--- config.mk ---
export PLATFORM = sky130hd
export DESIGN_NAME = wphf_cordic
export DESIGN_NICKNAME = d
export VERILOG_FILES = /design/src/wphf_pkg.sv /design/src/wphf_cordic.sv
export SDC_FILE = /design/constraint.sdc
export NUM_CORES = 1
export LEC_CHECK = 0
export ABC_AREA = 1
export BUFFER_PORTS_ARGS = -buffer_cell sky130_fd_sc_hd__buf_2
export CAP_MARGIN = 20
export CORE_ASPECT_RATIO = 0.9
export CORE_MARGIN = 3
export CORE_UTILIZATION = 52
export CTS_CLUSTER_SIZE = 40
export DETAILED_ROUTE_END_ITERATION = 12
export PLACE_DENSITY = 0.68
export RECOVER_POWER = 100
export SLEW_MARGIN = 20
export SYNTH_ARGS = -nofsm -noshare
export SYNTH_HDL_FRONTEND = slang
export SYNTH_SLANG_ARGS = --single-unit
--- constraint.sdc ---
create_clock -name clk -period 6.2 [get_ports clk]
set_input_delay 1.55 -clock clk [delete_from_list [all_inputs] [get_ports clk]]
set_output_delay 1.55 -clock clk [all_outputs]
set_load 0.05 [all_outputs]
--- src/wphf_pkg.sv ---
`default_nettype none
package wphf_pkg;
    localparam logic [2:0] REQ_WRITE   = 3'd0;
    localparam logic [2:0] REQ_COMMIT  = 3'd1;
    localparam logic [2:0] REQ_START   = 3'd2;
    localparam logic [2:0] REQ_STOP    = 3'd3;
    localparam logic [2:0] REQ_CLEAR   = 3'd4;
    localparam logic [2:0] REQ_RELEASE = 3'd5;
    localparam logic [2:0] REQ_ENCODER = 3'd6;

    localparam int HEAD_LIMIT = 23040;
    localparam int MAX_POINTS = 64;

    function automatic logic [21:0] atan_entry(input logic [4:0] i);
        logic [21:0] r;
        begin
            unique case (i)
                5'd0: r = 22'd2949120;
                5'd1: r = 22'd1740967;
                5'd2: r = 22'd919879;
                5'd3: r = 22'd466945;
                5'd4: r = 22'd234379;
                5'd5: r = 22'd117304;
                5'd6: r = 22'd58666;
                5'd7: r = 22'd29335;
                5'd8: r = 22'd14668;
                5'd9: r = 22'd7334;
                5'd10: r = 22'd3667;
                5'd11: r = 22'd1833;
                5'd12: r = 22'd917;
                5'd13: r = 22'd458;
                5'd14: r = 22'd229;
                5'd15: r = 22'd115;
                5'd16: r = 22'd57;
                5'd17: r = 22'd29;
                5'd18: r = 22'd14;
                5'd19: r = 22'd7;
                5'd20: r = 22'd4;
                5'd21: r = 22'd2;
                5'd22: r = 22'd1;
                default: r = 22'd0;
            endcase
            return r;
        end
    endfunction
endpackage
`default_nettype wire

--- src/wphf_cordic.sv ---
`default_nettype none
module wphf_cordic #(
    parameter int CORDIC_STEPS = 16
) (
    input  wire logic               clk,
    input  wire logic               rst_n,
    input  wire logic               start,
    input  wire logic signed [16:0] ex,
    input  wire logic signed [16:0] ny,
    output logic                    done,
    output logic signed [15:0]      heading
);
    localparam int STEPS = (CORDIC_STEPS > 24) ? 24 : CORDIC_STEPS;
    localparam int CW = $clog2(STEPS + 1);
    localparam logic signed [31:0] HEAD_LIM = 32'(wphf_pkg::HEAD_LIMIT);

    logic busy_reg, busy_next;
    logic [CW-1:0] step_reg, step_next;
    logic signed [39:0] x_reg, x_next, y_reg, y_next;
    logic signed [31:0] z_reg, z_next;
    logic done_reg, done_next;
    logic signed [15:0] head_reg, head_next;

    logic signed [39:0] xs, ys, x0, y0;
    logic signed [31:0] zr, za, zq;

    always_comb
    begin
        x0 = 40'(ny) <<< 20;
        y0 = 40'(ex) <<< 20;
        xs = x_reg >>> step_reg;
        ys = y_reg >>> step_reg;
        busy_next = busy_reg;
        step_next = step_reg;
        x_next = x_reg;
        y_next = y_reg;
        z_next = z_reg;
        done_next = 1'b0;
        head_next = head_reg;
        za = (z_reg >= 0) ? z_reg : -z_reg;
        zq = (za + 32'sd256) >>> 9;
        zr = (z_reg >= 0) ? zq : -zq;
        if (zr > HEAD_LIM) zr = HEAD_LIM;
        if (zr < -HEAD_LIM) zr = -HEAD_LIM;
        if (start)
        begin
            if (ex == 0 && ny == 0)
            begin
                done_next = 1'b1;
                head_next = '0;
            end
            else
            begin
                busy_next = 1'b1;
                step_next = '0;
                if (x0 < 0 && y0 >= 0)
                begin
                    x_next = y0; y_next = -x0; z_next = 32'sd5898240;
                end
                else if (x0 < 0)
                begin
                    x_next = -y0; y_next = x0; z_next = -32'sd5898240;
                end
                else
                begin
                    x_next = x0; y_next = y0; z_next = '0;
                end
            end
        end
        else if (busy_reg)
        begin
            if (32'(step_reg) == STEPS)
            begin
                busy_next = 1'b0;
                done_next = 1'b1;
                head_next = zr[15:0];
            end
            else
            begin
                step_next = step_reg + 1'b1;
                if (y_reg > 0)
                begin
                    x_next = x_reg + ys; y_next = y_reg - xs;
                    z_next = z_reg + 32'(wphf_pkg::atan_entry(5'(step_reg)));
                end
                else
                begin
                    x_next = x_reg - ys; y_next = y_reg + xs;
                    z_next = z_reg - 32'(wphf_pkg::atan_entry(5'(step_reg)));
                end
            end
        end
    end

    always_ff @(posedge clk or negedge rst_n)
    begin
        if (!rst_n)
        begin
            busy_reg <= 1'b0;
            done_reg <= 1'b0;
            step_reg <= '0;
        end
        else
        begin
            busy_reg <= busy_next;
            done_reg <= done_next;
            step_reg <= step_next;
        end
    end

    always_ff @(posedge clk)
    begin
        x_reg <= x_next;
        y_reg <= y_next;
        z_reg <= z_next;
        head_reg <= head_next;
    end

    assign done = done_reg;
    assign heading = head_reg;
endmodule
`default_nettype wire

**Word level (Yosys, flattened, before mapping)**

Memories as Yosys holds them, arrays and structs flattened.
Index checks and enable logic that the tools add are counted.

- Register bits after elaboration: 135
- Memories: 2
- ROM bits: 1408
- Input bits: 37

Memory list:

| memory | words | width | read ports | clocked after Yosys merged registers in | wr ports | line | text |
|---|---|---|---|---|---|---|---|
| (name not given) | 32 | 22 | 1 | 0 | 0 | wphf_pkg.sv:17 | `unique case (i)` |
| (name not given) | 32 | 22 | 1 | 0 | 0 | wphf_pkg.sv:17 |  |

- Muxes and demuxes: 49
- Reduce and logical (&&, ||, !) cells: 8
- Shift-type cells: 2
- $lt $le $gt $ge: 6
- Eq/ne operators: 4
- Add/sub/neg operators: 12

Operators with widths:

| operator | count |
|---|---|
| 2-to-1 mux 40 bit | 14 |
| 2-to-1 mux 32 bit | 10 |
| 2-to-1 mux 22 bit | 8 |
| adder 40 bit | 2 |
| 2-to-1 mux 16 bit | 5 |
| negator 37 -> 40 bit | 2 |
| >>> shifter 40 x 5 -> 40 bit | 2 |
| subtractor 40 bit | 2 |
| zero test 32 bit | 2 |
| greater-than comparator 40 x 1 -> 1 bit, second input constant | 1 |
| greater-or-equal comparator 37 x 1 -> 1 bit, second input constant | 1 |
| < comparator 37 x 1 -> 1 bit, second input constant | 1 |
| adder 32 x 10 -> 32 bit, second input constant | 1 |
| adder 32 x 22 -> 32 bit | 1 |
| greater-or-equal comparator 32 x 1 -> 1 bit, second input constant | 1 |
| greater-than comparator 32 x 16 -> 1 bit, second input constant | 1 |
| < comparator 32 x 16 -> 1 bit, second input constant | 1 |
| negator 23 -> 32 bit | 1 |
| negator 32 bit | 1 |
| subtractor 32 x 22 -> 32 bit | 1 |
| 2-to-1 mux 5 bit | 4 |
| 2-to-1 mux 1 bit | 8 |
| AND reduction 3 bit | 2 |
| adder 5 x 1 -> 5 bit, second input constant | 1 |
| other kinds (5) | 8 |

**Longest topological paths before layout**

Gate-level depths: netlist of the first run.

- Depth after elaboration: 12
- Mapped depth: 42

**Least setup slack after synthesis of the first run**

Ideal clock, no wire load.

- Kind: input to register
- Start point: in ny[0]
- End point: reg x_reg[0] (enable)
- Path buffers: 0
- Path slack: 0.589 ns
- Arrival time: 5.144 ns
- Stages: 17
- Cells stage by stage: inv_1 ha_1 nand4_1 or3_1 nor2_1 inv_1 nor2_1 inv_1 nor2_1 inv_1 nor2_1 nand3_1 nor2_1 ha_1 a21oi_1 nor2_1 inv_1

- Cells in the longest elaborated chain, start to end: 4

Ends and longest elaborated chain:

| element | line | text |
|---|---|---|
| from (decl) | wphf_cordic.sv:9 | `input wire logic signed [16:0] ny,` |
| zero test 32 bit | wphf_cordic.sv:47 | `if (ex == 0 && ny == 0)` |
| logical AND 1 bit | wphf_cordic.sv:47 |  |
| != test 2 bit (no line) | - |  |
| AND reduction 3 bit (no line) | - |  |
| to (signal assigned) | wphf_cordic.sv:113 | `x_reg <= x_next;` |
| to (decl) | wphf_cordic.sv:19 | `logic signed [39:0] x_reg, x_next, y_reg, y_next;` |

No other way between the ends.
A chain may end at the register's enable or synchronous reset.

**Final worst setup path of the first run**

- Start point: reg step_reg[0]
- End point: reg y_reg[39] (data pin)

- Cells in the longest elaborated chain, start to end: 6

Ends and longest elaborated chain:

| element | line | text |
|---|---|---|
| from (decl) | wphf_cordic.sv:18 | `logic [CW-1:0] step_reg, step_next;` |
| from (signal assigned) | wphf_cordic.sv:107 | `step_reg <= step_next;` |
| >>> shifter 40 x 5 -> 40 bit * | wphf_cordic.sv:31 | `xs = x_reg >>> step_reg;` |
| adder 40 bit or subtractor 40 bit (tied branches) | wphf_cordic.sv:88, wphf_cordic.sv:83 |  |
| 2-to-1 mux 40 bit * | wphf_cordic.sv:81 | `if (y_reg > 0)` |
| 2-to-1 mux 40 bit * | wphf_cordic.sv:72 | `if (32'(step_reg) == STEPS)` |
| 2-to-1 mux 40 bit * | wphf_cordic.sv:70 | `else if (busy_reg)` |
| 2-to-1 mux 40 bit * | wphf_cordic.sv:45 | `if (start)` |
| net y_next[39] | wphf_cordic.sv:19 |  |
| to (signal assigned) | wphf_cordic.sv:114 | `y_reg <= y_next;` |
| to (decl) | wphf_cordic.sv:19 |  |

Mark *: on every way through the listed nets, which the timed path passes. The rest lies on a longest branch. The select of a mux whose other input is x is not followed.

==> flow_summary_export.csv, run 1 <==
group,metric,value,unit
critical_path,startpoint_type,"register",
timing,slew_headroom,35.1,%
timing,fin_tns_setup,0,ns
floorplan,die_h,198,µm
final_layout,areaGrowthSynthToFinish,8.50,%
timing,maxSlewViolCount,0,
timing,fin_crit_sh,95.1,%
worst_hold_path,min-delay-path-class,"reg -> reg",
critical_path,required,6.43,ns
routing,vias,24800,
synth,syn_area,21400,µm²
synth,ys_seq_elements,135,
final_layout,multi_input_area,15300,µm²
floorplan,ioPinCount,54,
floorplan,start_util,53.4,%
synth,synth_edf_count,128,
synth,synth_warnings,0,
global_route,grtUsageTotal,36.3,%
final_layout,layout_common_cells,"nand2_1 (966), inv_1 (414), nor2_1 (339)",
final_layout,design_area,23200,µm²
floorplan,fp.dieW,220,µm
timing,clock_skew,0.0206,ns
placed_design,port-buffer-count,53,
placed_design,placed_cell_area,22400,µm²
synth,synth_flop_cell,"edfxtp_1",
global_route,grt_max_degree,84,
run,cap_violations,0,
critical_path,cp_data_arrival_time,6.13,ns
final_layout,nNetsFinal,3735,
synth,async_flop_share,5.19,%
global_route,first_global_vias,22800,
final_layout,drive_gt1_share,8.85,%
timing,hold_viol,0,
critical_path,cp_max_fo,42,
floorplan,fp.coreArea,40100,µm²
timing,hold_slack,0.552,ns
status,run_status,"finished clean",
synth,syn_inst,3548,
synth,ys_types,66,
final_layout,num-fill-cells,3930,
global_route,antenna_found_initial,0,
clock_tree,clock-root-buffer,"clkbuf_16",
critical_path,crit_top_cell,"nand2_1",
global_route,grt_overflow,0,
placed_design,routabilityCongestion,1.02,
routing,drt_wl_total,80.7,mm
placed_design,dp_hpwl,64.1,mm
critical_path,crit_type,"reg -> reg",
synth,synth_nets,3713,
routing,ant_nets,0,
synth,avgSynthCellArea,6.03,µm²
clock_tree,numCtsBuffers,17,
clock_tree,cts_tree,"yes",
critical_path,crit_family,"compound AO/OA/AOI/OAI gates",
routing,wire_per_inst,19.6,µm
floorplan,row_count,69,
routing,routed_via_density,6.03,
critical_path,cp-end-kind,"register",
timing,rsz0062_at_grt,"true",
final_layout,regArea,4020,µm²
global_route,grt_pass1_wl,124,mm
final_layout,antennaDiodeCount,0,
timing,fmax,0.170,GHz
timing,min_period,5.89,ns
clock_tree,clock_sinks,135,
clock_tree,cts.clk_slew.worst_paths,0.07,ns
final_layout,postLayoutCoreUtil,58.0,%
synth,synth_seq_area_share,18.8,%
final_layout,layout_commonest_cell,"nand2_1",
timing,setup_viol,0,
clock_tree,htree_levels,4,
clock_tree,clock_path_buffers,2,
routing,drtIter0Drc,2957,
routing,route.detailed.drc,0,
critical_path,critPathMaxStageDelay,0.47,ns
floorplan,die_area,43600,µm²
critical_path,cp_slowest_cell,"dfrtp_2",
timing,worstMarginPinSlew,0.973,ns
routing,drt-pass1-iter-count,6,
critical_path,crit_buf_inv,1,
clock_tree,cts_hold_buffers,0,
clock_tree,clock_latency,0.48,ns
path summary, 6_finish.rpt:
kind | depth (start not counted) | slack, ns | startpoint | end
worst max-delay path | 28 | 0.31 | step_reg[0] | y_reg[39]
worst min-delay path | 2 | 0.55 | busy_reg | busy_reg
worst max register to register | 28 | 0.31 | step_reg[0] | y_reg[39]
worst min register to register | 2 | 0.55 | busy_reg | busy_reg
max in group asynchronous | 1 | 4.79 | rst_n | step_reg[0]
min in group asynchronous | 1 | 1.02 | rst_n | step_reg[2]
area by class of cell:
type	count	area share (%)
flip-flops and latches	135	17.3
inverters	433	7.06
clock buffers	18	1.85
repair buffers	126	4.05
clock inverters	14	0.862
multi-input cells	2857	66.0
well taps	532	2.87
cell usage after synthesis, drive strengths merged (2+ instances only):
cell type | count | area (µm²)
a211o | 2 | 17.5
a211oi | 3 | 22.5
a21boi | 5 | 37.5
a21o | 7 | 52.6
a21oi | 291 | 1460
a221oi | 6 | 52.6
a22oi | 3 | 22.5
a31oi | 40 | 250
a32oi | 5 | 43.8
and3 | 2 | 12.5
buf | 63 | 320
clkbuf | 60 | 225
clkinv | 2 | 7.51
dfrtp | 7 | 175
edfxtp | 128 | 3840
fa | 3 | 60.1
ha | 125 | 1560
inv | 431 | 1620
mux2i | 37 | 370
nand2 | 996 | 3850
nand3 | 204 | 1100
nand3b | 8 | 60.1
nand4 | 39 | 244
nor2 | 391 | 1710
nor3 | 42 | 220
nor3b | 2 | 15.0
nor4 | 18 | 113
o2111ai | 2 | 17.5
o211ai | 19 | 148
o21a | 38 | 285
o21ai | 383 | 1930
o21bai | 5 | 37.5
o221ai | 13 | 114
o22ai | 16 | 100
o31ai | 9 | 77.6
or2 | 21 | 131
xnor2 | 38 | 333
xor2 | 76 | 673
worst reg2reg max path: cells and delay by family (launching register included):
kind / cells / cell delay, ns
fa+ha+maj: 1 / 0.36
compound gates: 9 / 2.40
xor+xnor: 2 / 0.35
mux: 1 / 0.30
flops: 1 / 0.47
simple gates: 14 / 1.54
buf+inv: 1 / 0.24
through the flow:
stage          worst slack [ns]  std cells
6_report                  0.306       4115
3_5_place_dp              0.186       4081
4_1_cts                   0.154       4113
3_3_place_gp              0.326       4081
5_1_grt                 -0.0262       4115
2_1_floorplan             0.589       3548
what timing repair did:
action                     in CTS  in global routing
hold endpoints to repair        0                  0
setup endpoints to repair       0                 28
buffers inserted                0                  1
gates resized for setup         0                 50
logic make-up (layout without fill, tap and decap cells):
| group | count (synthesis) | in the layout | share of synthesized area [%] |
|---|---|---|---|
| compound gates | 852 | 852 | 22.0 |
| xor+xnor | 114 | 114 | 4.70 |
| fa+ha+maj | 128 | 128 | 7.59 |
| buf+inv | 556 | 591 | 10.2 |
| flops | 135 | 135 | 18.8 |
| mux | 37 | 37 | 1.73 |
| simple gates | 1726 | 1726 | 35.0 |
per-layer routing:
layer	wire [µm]	up-vias	part of all wire (%)	global-route usage, %
li1	-	11900	-	-
met1	34700	11400	43	50.6
met2	33200	1276	41	53.8
met3	8650	234	11	7.73
met4	4170	0	5.2	16.5
met5	0	-	0	0
Power of run 1 is not shown: default switching activity piles up to over one toggle a cycle in this logic, so the estimate is an artifact.
==> inputs of run 2 (changes only) <==
--- a/config.mk
+++ b/config.mk
@@ -7,8 +7,7 @@
 export LEC_CHECK = 0
 export ABC_AREA = 1
 export BUFFER_PORTS_ARGS = -buffer_cell sky130_fd_sc_hd__buf_2
-export CAP_MARGIN = 20
-export CORE_ASPECT_RATIO = 0.9
+export CORE_ASPECT_RATIO = 1.1
 export CORE_MARGIN = 3
 export CORE_UTILIZATION = 52
 export CTS_CLUSTER_SIZE = 40
==> constraint.sdc (replaced) <==
create_clock -name clk -period 6.2 [get_ports clk]
set_input_delay 1.55 -clock clk [delete_from_list [all_inputs] [get_ports clk]]
set_output_delay 1.55 -clock clk [all_outputs]
set_load 0.005 [all_outputs]
==> flow_summary_export.csv, run 2 (synthesis results as in run 1) <==
group,metric,value,unit
critical_path,crit_type,"reg -> reg",
global_route,grt_pass1_wl,123,mm
clock_tree,htree_levels,4,
timing,clock_skew,0.0173,ns
routing,drtIter0Drc,1993,
clock_tree,cts.clk_slew.worst_paths,0.07,ns
global_route,grtUsageTotal,36.0,%
floorplan,start_util,53.0,%
final_layout,nNetsFinal,3726,
clock_tree,clock_path_buffers,2,
timing,fmax,0.172,GHz
routing,route.detailed.drc,0,
clock_tree,clock_sinks,135,
worst_hold_path,min-delay-path-class,"reg -> reg",
final_layout,stdcell_count,4086,
timing,min_period,5.83,ns
worst_hold_path,min_to,"busy_reg",
clock_tree,clock_latency,0.48,ns
global_route,grt_max_degree,81,
timing,setup_slack,0.371,ns
clock_tree,numCtsBuffers,17,
critical_path,reg2reg_to,"y_reg[32]",
critical_path,cp-end-kind,"register",
critical_path,cp_max_fo,32,
timing,hold_viol,0,
final_layout,antennaDiodeCount,0,
floorplan,die_area,43600,µm²
worst_hold_path,hp-start,"busy_reg",
routing,drt_wl_total,79.9,mm
placed_design,dp_hpwl,63.7,mm
run,cap_violations,2,
routing,drt-pass1-iter-count,8,
clock_tree,cts_tree,"yes",
final_layout,areaGrowthSynthToFinish,7.08,%
routing,vias,24600,
final_layout,layout_common_cells,"nand2_1 (964), inv_1 (414), nor2_1 (352)",
critical_path,startpoint_type,"register",
floorplan,row_count,77,
critical_path,critPathMaxStageDelay,0.49,ns
placed_design,post-place-cells,4052,
timing,setup_viol,0,
floorplan,fp.coreArea,40400,µm²
critical_path,cp_data_arrival_time,6.02,ns
status,violations,"capacitance limit, slew limit",
global_route,antenna_found_initial,0,
critical_path,crit_top_cell,"o21ai_0",
placed_design,routabilityCongestion,1.03,
critical_path,reg2regPathDepth,31,
global_route,grt_overflow,0,
floorplan,ioPinCount,54,
routing,ant_nets,0,
critical_path,cp_slowest_cell,"dfrtp_2",
floorplan,fp.dieW,199,µm
final_layout,postLayoutCoreUtil,56.8,%
critical_path,regToRegSetupSlack,0.37,ns
status,run_status,"finished, violations left",
clock_tree,clock-root-buffer,"clkbuf_16",
floorplan,die_h,219,µm
final_layout,drive_gt1_share,7.58,%
placed_design,pre_cts_slack,-0.0177,ns
timing,slew_headroom,-7.52,%
routing,routed_via_density,6.01,
clock_tree,cts_hold_buffers,0,
global_route,first_global_vias,23300,
worst_hold_path,min_path_cells,2,
timing,worstMarginPinSlew,1.61,ns
critical_path,r2r-start,"step_reg[0]",
timing,maxSlewViolCount,76,
routing,wire_per_inst,19.6,µm
critical_path,required,6.39,ns
timing,fin_crit_sh,94.0,%
timing,fin_tns_setup,0,ns
placed_design,port-buffer-count,53,
final_layout,layout_commonest_cell,"nand2_1",
## run 2: changes by cell type in the layout (fill, tap and decap cells not counted), sizes merged
cell,delta
clkinv,-3
buf,-29
bufinv,-3
clkinvlp,+2
inv,+4
clkbuf,+19
## run 2: cell type report
class	instances	area, µm²
sequential	135	4020
clock buffer	17	425
multi-input combinational	2857	15300
timing repair buffer	117	791
clock inverter	14	126
inverter	433	1640
tap	513	642
fill	4146	17500
## run 2: how the worst max path moves through the flow
stage                     cells past startpoint        end  slack [ns]        start
after floorplan                              17   x_reg[0]        0.59        ny[0]
after CTS                                    34  y_reg[32]        0.05  step_reg[0]
after detailed placement                     34  y_reg[37]       -0.02  step_reg[0]
final                                        31  y_reg[32]        0.37  step_reg[0]
after global placement                       34  y_reg[37]        0.09  step_reg[0]
after global routing                         34  y_reg[32]       -0.02  step_reg[0]
## run 2: layer usage
layer / share of wire [%] / wire [µm] / vias up / GRT usage (%)
met2: 48 / 38600 / 1111 / 63.1
met1: 38 / 30800 / 11300 / 41.7
met3: 7.3 / 5800 / 272 / 5.84
li1: - / - / 11900 / -
met4: 6.0 / 4770 / 0 / 19.9
met5: 0 / 0 / - / 0
## run 2: repair_timing
action / CTS / global route
setup buffers: 0 / 2
resized for setup: 1 / 61
pin swaps: 0 / 5
gates cloned: 0 / 1
endpoints found under the setup margin: 1 / 32
## run 2: stage by stage
step                hold slack, ns  area (µm²)
floorplan                    0.505       21400
global placement             0.520       22300
detailed placement           0.534       22300
CTS                          0.550       22800
global route                 0.582       22900
finish                       0.566       22900
## run 2: critical path: cells and delay by family, from the launching register on
kind            cells  cell delay [ns]
simple gates       10             0.97
flops               1             0.49
buf+inv             5             0.63
fa+ha+maj           2             0.77
compound gates     14             2.68
Power of run 2 is left out for the same reason.
